**config.mk**
```make
export PLATFORM = sky130hd
export DESIGN_NAME = mbg_ram
export DESIGN_NICKNAME = d
export VERILOG_FILES = /design/src/rtl/mbg_ram.sv
export SDC_FILE = /design/constraint.sdc
export NUM_CORES = 1
export LEC_CHECK = 0
export BUFFER_PORTS_ARGS = -buffer_cell sky130_fd_sc_hd__buf_2
export CAP_MARGIN = 5
export CORE_ASPECT_RATIO = 0.9
export CORE_UTILIZATION = 54
export DETAILED_ROUTE_END_ITERATION = 6
export PLACE_DENSITY_LB_ADDON = 0.15
export SYNTH_ARGS = -nofsm -noshare
export SYNTH_HDL_FRONTEND = slang
export SYNTH_SLANG_ARGS = --single-unit
```
**constraint.sdc**
```tcl
create_clock -name clk -period 1.55 [get_ports clk]
set_clock_uncertainty 0.05 [all_clocks]
set_input_delay 0 -clock clk [delete_from_list [all_inputs] [get_ports clk]]
set_output_delay 0 -clock clk [all_outputs]
set_load 0.005 [all_outputs]
```
**src/rtl/mbg_ram.sv**
```systemverilog
// Generic single-port-write, single-read RAM with registered read data.
// No dependencies.
`timescale 1ns / 1ps
module mbg_ram #(
  parameter int Width = 8,
  parameter int Depth = 16
) (
  input  logic                     clk,
  input  logic                     we,
  input  logic [$clog2(Depth)-1:0] waddr,
  input  logic [Width-1:0]         wdata,
  input  logic [$clog2(Depth)-1:0] raddr,
  output logic [Width-1:0]         rdata
);
  logic [Width-1:0] mem [Depth];
  always_ff @(posedge clk) begin
    if (we) begin
      mem[waddr] <= wdata;
    end
    rdata <= mem[raddr];
  end
endmodule

```
# Word level (Yosys, flattened, before mapping)

Memories as Yosys holds them, arrays and structs flattened. A register that Yosys moved wholly into a read port is not among the register bits.
Cells that the tools add are included.

Output and inout port bits: 8
Bits of input ports: 18
Word-level logic and storage cells: 3
Register bits: 0
Memories kept: 1
Memory bits (writable): 128

Multiplexer cells: 2

Memory list:

| memory | words | bits a word | rd ports | clocked after memory_dff | write ports | RTL line | RTL |
|---|---|---|---|---|---|---|---|
| mem    | 16    | 8           | 1        | 1                        | 1           | 15       | `logic [Width-1:0] mem [Depth];` |

Operator list:

| operator         | number |
|---|---|
| 2-to-1 mux 1 bit | 2 |

# Depth between registers and ports, before layout

Depth after elaboration: 2
Depth in mapped cells: 5

# Least setup slack after synthesis

Ideal clock, no wire load.

Path type: input to register
Start point: input waddr[2]
End point: memory mem[0][0], enable pin
Cell stages on the path: 2
Arrival time: 1.110 ns
Slack: 0.007 ns
Cell sequence: or3b_2 nor3_1

RTL lines:

| item               | RTL line | RTL |
|---|---|---|
| start: declaration | 10       | `input logic [$clog2(Depth)-1:0] waddr,` |
| end: declaration   | 15       |  |

Straight into the memory's write port.

# Worst setup path after layout

Start point: input waddr[1]
End point: memory mem[4][3], enable pin

Straight into the memory's write port.

==> metrics <==
IO Count=26; DRC=0; Final setup viols=0; IO Port Bufs=25; drt initial violations=158; Max-Cap Viols=0; die width=104.9 um; HPWL Detailed=5.756 mm; Starting Density=56.16%; Area Growth Syn to Fin=21.63%; Detailed Route WL=9.405 mm; r2r setup slk=0.17 ns; Max transition margin=62.40%; Worst Setup Slack, final=0.07194 ns; static leakage=2.172 nW; Tot Pwr=8.544 mW; slowest CP cell=dlygate4sd3_1; Initial DRT Pass Iterations=5; fmax=676.6 MHz; Power Dens Cells=1365 mW/mm2; Syn Inst Count=229; Largest stage delay, worst path=0.58 ns; Hold WC Path Type=in2reg; crit-path max FO=8; worst slew pin tran=0.5628 ns; clk_lat worst skew=0.51 ns; first-pass GRT wire length=14.19 mm; all-layer global routing usage=20.94%; Nets=317; final core occ=68.30%; Final Max Slew Viols=0; grt total ovfl=0; Unique masters post-synth=19; synthesized area=0.005147 mm2; Setup Fix Bufs, Post-CTS=0; dpl ws=0.06779 ns; CTS tree=done; hold path endpoint=mem[2][7]$_DFFE_PP_; Setup crit start kind=input pin; row cnt=33; post-layout min period=1.478 ns; worst vdd ir=1.142 mV; CP Data Required Time=1.71 ns; reg2reg path depth=3; Bufs on Longest Clock Path=2; Final Cycle Share=95.36%; hold_sp=waddr[3]; Inserted Clock Buffers=17; #FFs+latches synth=136; via count=2,473; vias in the first global route=2,487; critical path class=in2reg; drt via density=5.698; Antenna Cells=0; status=finished clean; crit path capture type=flip-flop; setup_tns=0 ns; Sink Count=136; CTS root buf=clkbuf_8; Post-DRT Antenna Nets=0; register area share after synthesis=77.78%; layout cells sized above 1=30.13%; CP arrival=1.64 ns; Clock transition at path regs=0.06 ns; syn_nets=247; syn avg cell area=22.48 um2; RR Endpoint=rdata[7]$_DFF_P_; largest net degree at the start of global routing=28; Reg2Reg Launch Point=mem[3][7]$_DFFE_PP_; CP Launch Point=waddr[1]; WL/cell=21.67 um; Cell Chain, Critical Path=dlygate4sd3_1 -> buf_2 -> nor3_1 -> dlygate4sd3_1 -> buf_4; Die Area=0.009928 mm2; unrepaired setup endpoints after global routing=false; Final GP Congestion=0.6764; CTS H-tree lvls=4; crit-path most repeated cell=dlygate4sd3_1; core area=0.009166 mm2; initial antenna violation count=0; DIE HEIGHT=94.63 um; worst hold path cell count=4; final hold vios=0; Ys Warns=0
critical path, delay by kind of cell:
kind	cells	cell delay (ns)
and+or+nand+nor	1	0.19
buffers and inverters	4	1.45
Yosys cell counts:
cell	count	share of area, %
a22oi_1	16	2.3
and2_1	1	0.12
and2b_1	1	0.15
buf_2	3	0.29
buf_4	1	0.15
buf_6	3	0.66
clkdlybuf4s25_2	3	0.58
dfxtp_1	8	3.1
edfxtp_1	128	75
mux4_1	14	7.1
mux4_2	18	7.9
nand2_1	9	0.66
nand2b_1	2	0.24
nand3_1	1	0.097
nand3b_1	2	0.29
nor2_1	13	0.95
nor2b_1	1	0.12
nor3_1	4	0.39
or3b_2	1	0.17
cell type report:
cell class / count / area, um2
clock buffer: 22 / 442.9
clock inverter: 10 / 151.4
fill: 598 / 2905
multi-input combinational: 83 / 1057
sequential: 136 / 4004
tap: 122 / 152.6
timing repair buffer: 61 / 452.9
layer usage:
layer | global-route usage (%) | wire length (um)
met5 | 0 | 0
met4 | 7.746 | 43
met3 | 5.521 | 440
met2 | 32.62 | 4702
met1 | 28.98 | 4218
flip-flops by register name, summed over array words and instances (netlist names):
signal,cells
mem,128
rdata,8
cell families (layout without fill, tap and decap cells):
kind of cell / count (synthesis) / after routing / share of synthesized area, %
buffers and inverters: 10 / 93 / 1.677
DFF: 136 / 136 / 77.78
AOI/OAI and AO/OA: 16 / 16 / 2.334
muxes: 32 / 32 / 15.02
and+or+nand+nor: 35 / 35 / 3.184
stage by stage:
step / cells / area, um2 / hold slack [ns]
floorplan: 229 / 5147 / 0.04887
global placement: 389 / 5537 / 0.3290
detailed placement: 389 / 5537 / 0.3298
CTS: 434 / 6261 / 0.02103
global route: 434 / 6261 / 0.06931
finish: 434 / 6261 / 0.04739
worst max path at each step:
stage | to | slack, ns | depth (start not counted)
final | mem[4][3]$_DFFE_PP_ | 0.07 | 5
after global routing | mem[4][3]$_DFFE_PP_ | 0.005 | 5
after CTS | mem[4][3]$_DFFE_PP_ | 0.14 | 5
after detailed placement | rdata[1]$_DFF_P_ | 0.07 | 5
after global placement | rdata[1]$_DFF_P_ | 0.06 | 5
after floorplan | mem[0][0]$_DFFE_PP_ | 0.007 | 2
cells in the final DEF (no fill, tap or decap), drive strengths merged:
cell type    count
edfxtp         128
dfxtp            8
a22oi           16
nor2b            1
or3b             1
mux4            32
nor3             4
nand2            9
and2             1
dlygate4sd3     13
clkinv           5
nor2            13
clkinvlp         1
and2b            1
bufinv           4
nand3            1
nand2b           2
nand3b           2
clkbuf          22
buf             48
power by group:
| group | internal [mW] | switching (mW) | total (mW) | leakage, nW |
|---|---|---|---|---|
| combinational | 0.190 | 0.207 | 0.398 | 0.658 |
| sequential | 4.11 | 0.0255 | 4.14 | 1.22 |
| clock | 2.64 | 1.37 | 4.01 | 0.290 |
timing repair:
action | in CTS | in global routing
hold buffers | 13 | 0
hold endpoints to repair | 165 | 0
gates resized for setup | 0 | 0
Power figures use the tool's default switching activity.
